$ cat src/hsl_pkg.sv
`timescale 1ns / 1ps
// shared types and constants of the http start line splitter
// no dependencies; imported by hsl_step and http_start_line_splitter
package hsl_pkg;

	localparam int OFS_W = 13;
	localparam logic [OFS_W-1:0] MAX_LINE = 13'd4096;

	localparam logic [7:0] CH_HT  = 8'h09;
	localparam logic [7:0] CH_LF  = 8'h0a;
	localparam logic [7:0] CH_CR  = 8'h0d;
	localparam logic [7:0] CH_SP  = 8'h20;
	localparam logic [7:0] CH_DEL = 8'h7f;

	// slots of the saved offsets
	localparam int F1_BEGIN = 0;
	localparam int F1_END   = 1;
	localparam int F2_BEGIN = 2;
	localparam int F2_END   = 3;
	localparam int F3_BEGIN = 4;
	localparam int F3_END   = 5;

	typedef enum logic [2:0] {
		PH_IDLE = 3'd0,
		PH_LEAD = 3'd1,
		PH_F1   = 3'd2,
		PH_GAP1 = 3'd3,
		PH_F2   = 3'd4,
		PH_GAP2 = 3'd5,
		PH_F3   = 3'd6,
		PH_DONE = 3'd7
	} phase_t;

	typedef struct packed {
		phase_t                  phase;
		logic [OFS_W-1:0]        ofs;
		logic                    pending_cr;
		logic [5:0][OFS_W-1:0]   saved;
		logic                    third_seen;
	} parse_state_t;

	typedef struct packed {
		logic             status;
		logic [OFS_W-1:0] field1_begin;
		logic [OFS_W-1:0] field1_end;
		logic [OFS_W-1:0] field2_begin;
		logic [OFS_W-1:0] field2_end;
		logic             field3_present;
		logic [OFS_W-1:0] field3_begin;
		logic [OFS_W-1:0] field3_end;
		logic [OFS_W-1:0] header_start;
	} line_res_t;

endpackage

$ cat src/http_start_line_splitter.sv
`timescale 1ns / 1ps
// top level of the http start line splitter: parse state and result register
// depends on hsl_pkg and hsl_step
//
// Takes one byte of a receive buffer per cycle (tuser marks the first byte,
// tlast the last) and splits the request start line into three fields. Each
// byte is handled in the cycle it is accepted; a buffer's single result, if any,
// appears in the output register the cycle after the deciding byte, and a
// byte can be taken every cycle. The only thing
// that holds input back is a result waiting in the output register while
// m_tready is low. Results with m_tuser set are bad requests and carry all
// offsets as zero; bytes after the result are dropped until the next buffer.
module http_start_line_splitter import hsl_pkg::*; (
	input  logic        clk,
	input  logic        arst_n,
	input  logic        s_tvalid,
	output logic        s_tready,
	input  logic [7:0]  s_tdata,  // [7:0] data_byte
	input  logic [0:0]  s_tuser,  // [0] first_byte
	input  logic        s_tlast,  // last_byte
	output logic        m_tvalid,
	input  logic        m_tready,
	// [12:0] field1_begin, [25:13] field1_end, [38:26] field2_begin,
	// [51:39] field2_end, [52] field3_present, [65:53] field3_begin,
	// [78:66] field3_end, [91:79] header_start, [95:92] zero
	output logic [95:0] m_tdata,
	output logic [0:0]  m_tuser   // [0] status
);

	parse_state_t state_q;
	parse_state_t state_nxt;
	line_res_t    res_nxt;
	line_res_t    res_q;
	logic         emit;
	logic         out_valid_q;
	logic         in_acc;

	hsl_step u_step (
		.cur        (state_q),
		.data_byte  (s_tdata),
		.first_byte (s_tuser[0]),
		.last_byte  (s_tlast),
		.nxt        (state_nxt),
		.emit       (emit),
		.res        (res_nxt)
	);

	assign s_tready = !out_valid_q || m_tready;
	assign in_acc = s_tvalid && s_tready;

	always_ff @(posedge clk or negedge arst_n) begin
		if (!arst_n) begin
			state_q <= '0;
			out_valid_q <= 1'b0;
		end else begin
			if (in_acc) state_q <= state_nxt;
			if (in_acc && emit) out_valid_q <= 1'b1;
			else if (m_tready) out_valid_q <= 1'b0;
		end
	end

	always_ff @(posedge clk) begin
		if (in_acc && emit) res_q <= res_nxt;
	end

	assign m_tvalid = out_valid_q;
	assign m_tuser = res_q.status;
	assign m_tdata = {4'b0, res_q.header_start, res_q.field3_end, res_q.field3_begin,
		res_q.field3_present, res_q.field2_end, res_q.field2_begin,
		res_q.field1_end, res_q.field1_begin};

	// a bad request carries no offsets
	assert property (@(posedge clk) disable iff (!arst_n)
		m_tvalid && res_q.status |-> m_tdata == '0)
		else $error("error result with nonzero offsets");

	// field three offsets are zero when the field is absent
	assert property (@(posedge clk) disable iff (!arst_n)
		m_tvalid && !res_q.status && !res_q.field3_present
			|-> res_q.field3_begin == '0 && res_q.field3_end == '0)
		else $error("absent field three with offsets");

	// a last byte of an open parse always yields a result
	assert property (@(posedge clk) disable iff (!arst_n)
		in_acc && s_tlast && (s_tuser[0] ||
			(state_q.phase != PH_IDLE && state_q.phase != PH_DONE)) |=> m_tvalid)
		else $error("last byte of open line gave no result");

	// the header block starts past the end of field two
	assert property (@(posedge clk) disable iff (!arst_n)
		m_tvalid && !res_q.status |-> res_q.header_start > res_q.field2_end)
		else $error("header start not past field two");

endmodule

$ cat src/hsl_step.sv
`timescale 1ns / 1ps
// per-byte parse step: next parse state and the line result it may produce
// depends on hsl_pkg
module hsl_step import hsl_pkg::*; (
	input  parse_state_t cur,
	input  logic [7:0]   data_byte,
	input  logic         first_byte,
	input  logic         last_byte,
	output parse_state_t nxt,
	output logic         emit,
	output line_res_t    res
);

	function automatic logic is_ctl(input logic [7:0] c);
		return c inside {[8'h00:8'h1f], CH_DEL};
	endfunction

	function automatic logic is_sp(input logic [7:0] c);
		return c inside {CH_SP, CH_HT};
	endfunction

	function automatic logic is_lws(input logic [7:0] c);
		return c inside {CH_SP, CH_HT, CH_CR, CH_LF};
	endfunction

	parse_state_t     st;
	logic [OFS_W-1:0] o;
	logic             bad;
	logic             ok;
	logic             do_third;

	always_comb begin
		st = cur;
		if (first_byte) begin
			st = '0;
			st.phase = PH_LEAD;
		end
		nxt = st;
		o = st.ofs;
		bad = 1'b0;
		ok = 1'b0;
		do_third = 1'b0;
		emit = 1'b0;
		res = '0;

		if (st.phase != PH_IDLE && st.phase != PH_DONE) begin
			if (o >= MAX_LINE) begin
				bad = 1'b1;
			end else begin
				nxt.ofs = o + 1'b1;
				case (st.phase)
					PH_LEAD: begin
						if (!is_lws(data_byte)) begin
							nxt.saved[F1_BEGIN] = o;
							if (is_ctl(data_byte)) bad = 1'b1;
							else nxt.phase = PH_F1;
						end
					end
					PH_F1: begin
						if (is_sp(data_byte)) begin
							nxt.saved[F1_END] = o;
							nxt.phase = PH_GAP1;
						end else if (is_ctl(data_byte)) begin
							bad = 1'b1;
						end
					end
					PH_GAP1: begin
						if (data_byte != CH_SP) begin
							nxt.saved[F2_BEGIN] = o;
							if (is_lws(data_byte) || is_ctl(data_byte)) bad = 1'b1;
							else nxt.phase = PH_F2;
						end
					end
					PH_F2: begin
						if (is_lws(data_byte)) begin
							nxt.saved[F2_END] = o;
							if (data_byte == CH_SP) begin
								nxt.phase = PH_GAP2;
							end else if (data_byte == CH_HT) begin
								bad = 1'b1;
							end else begin
								// cr or lf ends field two straight into the terminator
								nxt.saved[F3_BEGIN] = o;
								nxt.phase = PH_F3;
								do_third = 1'b1;
							end
						end else if (is_ctl(data_byte)) begin
							bad = 1'b1;
						end
					end
					PH_GAP2: begin
						if (data_byte == CH_HT) begin
							bad = 1'b1;
						end else if (data_byte != CH_SP) begin
							nxt.saved[F3_BEGIN] = o;
							nxt.phase = PH_F3;
							do_third = 1'b1;
						end
					end
					default: do_third = 1'b1;
				endcase

				if (do_third) begin
					if (st.pending_cr) begin
						nxt.pending_cr = 1'b0;
						if (data_byte == CH_LF) begin
							nxt.saved[F3_END] = o - 1'b1;
							ok = 1'b1;
						end else begin
							bad = 1'b1;
						end
					end else if (data_byte == CH_LF) begin
						nxt.saved[F3_END] = o;
						ok = 1'b1;
					end else if (data_byte == CH_CR) begin
						nxt.pending_cr = 1'b1;
					end else if (is_ctl(data_byte) && !is_sp(data_byte)) begin
						bad = 1'b1;
					end else begin
						nxt.third_seen = 1'b1;
					end
				end
			end

			if (ok) begin
				emit = 1'b1;
				nxt.phase = PH_DONE;
				res.field1_begin = nxt.saved[F1_BEGIN];
				res.field1_end = nxt.saved[F1_END];
				res.field2_begin = nxt.saved[F2_BEGIN];
				res.field2_end = nxt.saved[F2_END];
				res.field3_present = nxt.third_seen;
				if (nxt.third_seen) begin
					res.field3_begin = nxt.saved[F3_BEGIN];
					res.field3_end = nxt.saved[F3_END];
				end
				res.header_start = o + 1'b1;
			end else if (bad || last_byte) begin
				emit = 1'b1;
				nxt.phase = PH_DONE;
				res.status = 1'b1;
			end
		end
	end

endmodule

$ cat config.mk
export PLATFORM = sky130hd
export DESIGN_NAME = http_start_line_splitter
export DESIGN_NICKNAME = d
export VERILOG_FILES = /design/src/hsl_pkg.sv /design/src/http_start_line_splitter.sv /design/src/hsl_step.sv
export SDC_FILE = /design/constraint.sdc
export NUM_CORES = 1
export LEC_CHECK = 0
export BUFFER_PORTS_ARGS = -buffer_cell sky130_fd_sc_hd__buf_2
export CAP_MARGIN = 40
export CORE_ASPECT_RATIO = 0.9
export CORE_MARGIN = 2
export CORE_UTILIZATION = 25
export CTS_CLUSTER_DIAMETER = 200
export DETAILED_ROUTE_END_ITERATION = 7
export HOLD_SLACK_MARGIN = 0.15
export PLACE_DENSITY_LB_ADDON = 0.12
export SLEW_MARGIN = 25
export SYNTH_ARGS = -nofsm -noshare
export SYNTH_HDL_FRONTEND = slang
export SYNTH_HIERARCHICAL = 1
export SYNTH_SLANG_ARGS = --single-unit
$ cat constraint.sdc
create_clock -name clk -period 19.9 [get_ports clk]
set_input_delay 0.995 -clock clk [delete_from_list [all_inputs] [get_ports clk]]
set_output_delay 0.995 -clock clk [all_outputs]
set_load 0.01 [all_outputs]
==> results.py, run 1 <==
metrics = {
    "outcome": {
        "status": "complete, no violations",
    },
    "floorplan": {
        "start_util_pct": 25.2,
        "ios": 113,
        "die_area_um2": 38900,
        "fp.dieH_um": 187,
        "fp.coreArea_um2": 37100,
        "std_cell_rows": 67,
        "dieWidth_um": 208,
    },
    "yosys": {
        "yosysWarnings": 6,
        "synth.avg_cell_area_um2": 11.7,
        "synthCells": 795,
        "syn-cell-area_um2": 9330,
    },
    "detailed_routing": {
        "routed_via_density": 4.57,
        "dr.first_iter.drc_count": 477,
        "ant_nets": 0,
        "vias": 6228,
        "routed_wl_mm": 26.3,
        "wire_per_inst_um": 19.3,
        "drc": 0,
        "drt_pre_antenna_iters": 5,
    },
    "sta": {
        "max_slew_margin_pct": 42.6,
        "final.setup.worst_slack_ns": 14.75,
        "skew_ns": 0.00890,
        "hold_viol": 0,
        "maxSlewViolCount": 0,
        "rsz0062_at_grt": "no",
        "fin_crit_ns": 5.15,
        "tightest_slew_ns": 0.861,
        "finalCritPeriodShare_pct": 25.9,
        "fin_setup_tns_ns": 0,
        "setup_viol": 0,
        "fmax_mhz": 194,
    },
    "clock_network": {
        "clock_latency_ns": 0.43,
        "htree_levels": 4,
        "cts_tree": "done",
        "cts-hold-fix-buffers": 0,
        "postCtsSetupBuffers": 0,
        "cts-resized-gates": 0,
        "numCtsBuffers": 17,
        "cts.path.max_buffers": 2,
        "path_clk_slew_ns": 0.07,
        "clock-sinks": 180,
        "clockRootBuffer": "clkbuf_16",
    },
    "place": {
        "port_buffers": 108,
        "post_dp_cell_area_um2": 10300,
        "pre_cts_ws_ns": 14.19,
        "gp_congestion": 0.752,
        "dpl.hpwl_mm": 16.7,
    },
    "final_layout": {
        "n_fill_cell": 3863,
        "post-route-util_pct": 29.5,
        "antenna_cells": 0,
        "layout-drive-gt1-share_pct": 29.4,
        "ff_latch_area_um2": 4970,
        "final_nets": 886,
        "design_area_um2": 10900,
        "area_growth_pct": 17.0,
        "multi_input_area_um2": 3980,
    },
    "global_route": {
        "grt_use_total_pct": 13.7,
        "grt_pass1_wl_mm": 40.7,
        "antenna_found_initial": 0,
        "grt_max_degree": 73,
        "grt_pass1_vias": 6295,
        "grt-ovfl-total": 0,
    },
    "job": {
        "maxCapViolCount": 0,
    },
    "critical_path": {
        "critical_path_class": "in2reg",
        "path_max_fanout": 72,
        "rr_endpoint": "m_tdata[71]",
        "worstRegToRegCells": 9,
        "crit_arrival_ns": 5.22,
        "ff2ff_setup_slack_ns": 15.60,
        "timing.rr.start": "state_q[95]",
        "critPathCaptureType": "register",
        "cp.required_ns": 19.97,
        "critPathLaunchType": "input pin",
    },
    "power_and_ir_drop": {
        "power.density_nw_per_um2": 89.7,
        "power_leakage_uw": 0.00455,
        "max-vdd-ir-drop_mv": 0.0508,
    },
    "hold_path": {
        "min_path_type": "in2async",
    },
}
how the worst max path moves through the flow:
stage | startpoint | endpoint | cells after the start
finish | s_tuser | m_tdata[71] | 11
global route | s_tuser | m_tdata[54] | 11
CTS | s_tuser | m_tdata[54] | 11
detailed placement | s_tuser | m_tdata[65] | 11
global placement | s_tuser | m_tdata[65] | 11
floorplan | s_tuser | m_tdata[0] | 9
metal layers:
metal	vias up	wire (µm)	track usage, %
met5	-	0	0
met1	3098	13400	20.3
met2	132	11800	20.8
met4	0	211	3.00
li1	2988	-	-
met3	10	892	2.47
state kept, by name (all words and copies together) (netlist names):
| signal | flops |
|---|---|
| m_tdata | 92 |
| m_tuser | 1 |
| m_tvalid | 1 |
| state_q | 86 |
placed cells by master (no fill, tap or decap), types with 9 or more instances in the layout:
master     count
and2_1        13
and3_1        10
dfrtp_1       87
inv_1         11
nor3_1        56
mux2_4        40
buf_2        106
nand2_1       26
nor2_1       112
mux2_2        47
o21ai_0       16
nor2b_1        9
nand3_1       13
a21oi_1       13
xnor2_1       18
clkbuf_16     17
mux2i_1       58
edfxtp_1      93
buf_4         10
metrics by stage:
step / power [µW] / instances / hold slack, ns
after floorplan: 570 / 798 / 0.471
after global placement: 633 / 1326 / 0.480
after detailed placement: 634 / 1330 / 0.484
after CTS: 995 / 1362 / 0.435
after global routing: 1030 / 1364 / 0.437
final: 979 / 1364 / 0.440
report_power, final:
part           switching (µW)  total (µW)  internal [µW]  leakage [µW]
logic                    97.5         161           63.8       0.00218
clock network             156         357            200      0.000297
registers                35.8         461            426       0.00208
critical path: stages:
cell and delay [ns]:
buf_4 0.53, buf_4 0.71, nor2b_1 0.20, inv_1 0.22, o311a_1 0.48, nand2_2 0.08, buf_4 0.31, nand2_1 0.13
nand2_1 0.10, nor2b_4 0.58, buf_4 0.67
cell type report:
cell class	instances	area share (%)
Inverter	11	0.378
Sequential cell	180	45.5
Clock inverter	14	1.62
Multi-Input combinational cell	536	36.4
Tap cell	483	5.53
Timing Repair Buffer	122	6.61
Clock buffer	18	3.93
No activity file was read; power rests on OpenSTA's default activity.
==> run 2: changes to the inputs <==
clock period = 4.7 ns   (was 19.9 ns; I/O delays follow)
==> run 2 against run 1 <==
Compared with the run above: via count is 1.8% higher; hold slack worse by 0.22 ns; flip-flop and latch count is the same; register-to-register slack worse by 14 ns; power grew to 4.3 times the previous value; sequential power rose to 4.2 times the previous value; clock-buffer cell count fell by 1; utilization rose by 0.10 points; critical path type is now reg2reg; critical endpoint is now m_tvalid; largest power group unchanged.
==> results.py, run 2 (synthesized netlist as in run 1, its figures left out) <==
metrics = {
    "critical_path": {
        "crit_arrival_ns": 3.48,
        "cp_common_cell": "nand2_1",
        "critPathLaunchType": "register",
        "cp_cell_sequence": "nor4b_1, o2111a_1, a211oi_1, a21oi_1, o31ai_1, nand2_1, nand2_1, nand2_1, dlygate4sd3_1",
        "cp_top_family": "compound AO/OA/AOI/OAI gates",
        "slowest_delay_ns": 0.60,
        "critical_path_class": "reg2reg",
        "cpMaxStageDelayCell": "o31ai_1",
        "worstRegToRegCells": 9,
        "cp.required_ns": 5.02,
        "path_max_fanout": 17,
        "ff2ff_setup_slack_ns": 1.54,
        "path_buf_inv": 1,
        "critPathCaptureType": "register",
        "timing.rr.start": "state_q[95]",
        "rr_endpoint": "m_tvalid",
    },
    "global_route": {
        "grt_pass1_vias": 6361,
        "grtUsageMet3_pct": 2.90,
        "grt-ovfl-total": 0,
        "grt_use_met1_pct": 20.1,
        "grt_pass1_wl_mm": 40.9,
        "grt_use_total_pct": 13.8,
        "use_met2_pct": 20.8,
        "busiest_layer": "met2",
        "antenna_found_initial": 0,
        "grt_max_degree": 94,
    },
    "power_and_ir_drop": {
        "total_power_uw": 4180,
        "power_leakage_uw": 0.00457,
        "max-vdd-ir-drop_mv": 0.197,
        "power.density_nw_per_um2": 382,
    },
    "clock_network": {
        "clockRootBuffer": "clkbuf_16",
        "path_clk_slew_ns": 0.08,
        "cts-hold-fix-buffers": 3,
        "clock-sinks": 180,
        "cts-resized-gates": 0,
        "numCtsBuffers": 17,
        "postCtsSetupBuffers": 0,
        "cts.path.max_buffers": 2,
        "htree_levels": 4,
        "cts_tree": "done",
        "clock_latency_ns": 0.43,
    },
    "final_layout": {
        "multi_input_area_um2": 3970,
        "area_growth_pct": 17.4,
        "layout-drive-gt1-share_pct": 29.6,
        "n_fill_cell": 3825,
        "antenna_cells": 0,
        "post-route-util_pct": 29.6,
        "ff_latch_area_um2": 4970,
        "layout_common_cells": "nor2_1 (112), buf_2 (106), edfxtp_1 (93), dfrtp_1 (87), mux2i_1 (58)",
        "final_nets": 891,
        "layout_commonest_cell": "nor2_1",
        "largest_register_ffs": 92,
    },
    "floorplan": {
        "fp.dieH_um": 187,
        "fp.coreArea_um2": 37100,
        "dieWidth_um": 208,
        "start_util_pct": 25.2,
        "die_area_um2": 38900,
        "std_cell_rows": 67,
        "ios": 113,
    },
    "outcome": {
        "status": "complete, no violations",
    },
    "sta": {
        "fin_setup_tns_ns": 0,
        "tightest_slew_ns": 0.839,
        "hold_slack_ns": 0.222,
        "fin_crit_ns": 3.16,
        "hold_viol": 0,
        "finalCritPeriodShare_pct": 67.3,
        "max_slew_margin_pct": 44.1,
        "maxSlewViolCount": 0,
        "setup_viol": 0,
        "rsz0062_at_grt": "no",
        "skew_ns": 0.0166,
        "fmax_mhz": 316,
    },
    "detailed_routing": {
        "drc": 0,
        "routed_wl_mm": 26.6,
        "wire_per_inst_um": 19.4,
        "drt_pre_antenna_iters": 5,
        "vias": 6340,
        "dr.first_iter.drc_count": 361,
        "ant_nets": 0,
        "routed_via_density": 4.63,
    },
    "place": {
        "gp_congestion": 0.778,
        "dpl.hpwl_mm": 16.8,
        "port_buffers": 108,
    },
    "hold_path": {
        "min_path_type": "in2async",
    },
    "job": {
        "maxCapViolCount": 0,
    },
}
-- run 2: changes by cell type in the layout (fill, tap and decap cells not counted), sizes merged --
cell         delta
buf             +2
bufinv          -1
clkbuf          -1
clkinv          +1
clkinvlp        -1
dlygate4sd3     +3
inv             +2
-- run 2: how the worst max path moves through the flow --
| stage | to | startpoint | cells after the start |
|---|---|---|---|
| after floorplan | m_tdata[0] | state_q[93] | 8 |
| after global placement | m_tdata[42] | s_tuser | 10 |
| after detailed placement | m_tdata[64] | s_tuser | 10 |
| after CTS | m_tdata[30] | state_q[93] | 9 |
| after global routing | m_tdata[85] | state_q[95] | 8 |
| final | m_tvalid | state_q[95] | 9 |
-- run 2: report_power, final --
group          switching [µW]  internal, µW
sequential                151          1800
combinational             414           272
clock                     720           823
total                    1290          2900
-- run 2: layout make-up --
type,count,share of cell area (%)
Clock buffer,17,3.88
Sequential cell,180,45.4
Multi-Input combinational cell,536,36.2
Clock inverter,15,1.93
Inverter,11,0.377
Timing Repair Buffer,127,6.71
Tap cell,483,5.51
-- run 2: metal layers --
layer / part of all wire, % / up-vias
li1: - / 2999
met1: 51 / 3208
met2: 45 / 120
met3: 3.6 / 13
met4: 0.87 / 0
met5: 0 / -
-- run 2: per-stage QoR --
stage / worst slack (ns) / cell area [µm²] / cells
6_report: 1.54 / 11000 / 1369
2_1_floorplan: 0.113 / 9350 / 798
3_3_place_gp: 1.40 / 10200 / 1328
3_5_place_dp: 1.39 / 10300 / 1333
5_1_grt: 1.29 / 11000 / 1369
4_1_cts: 1.60 / 10900 / 1368
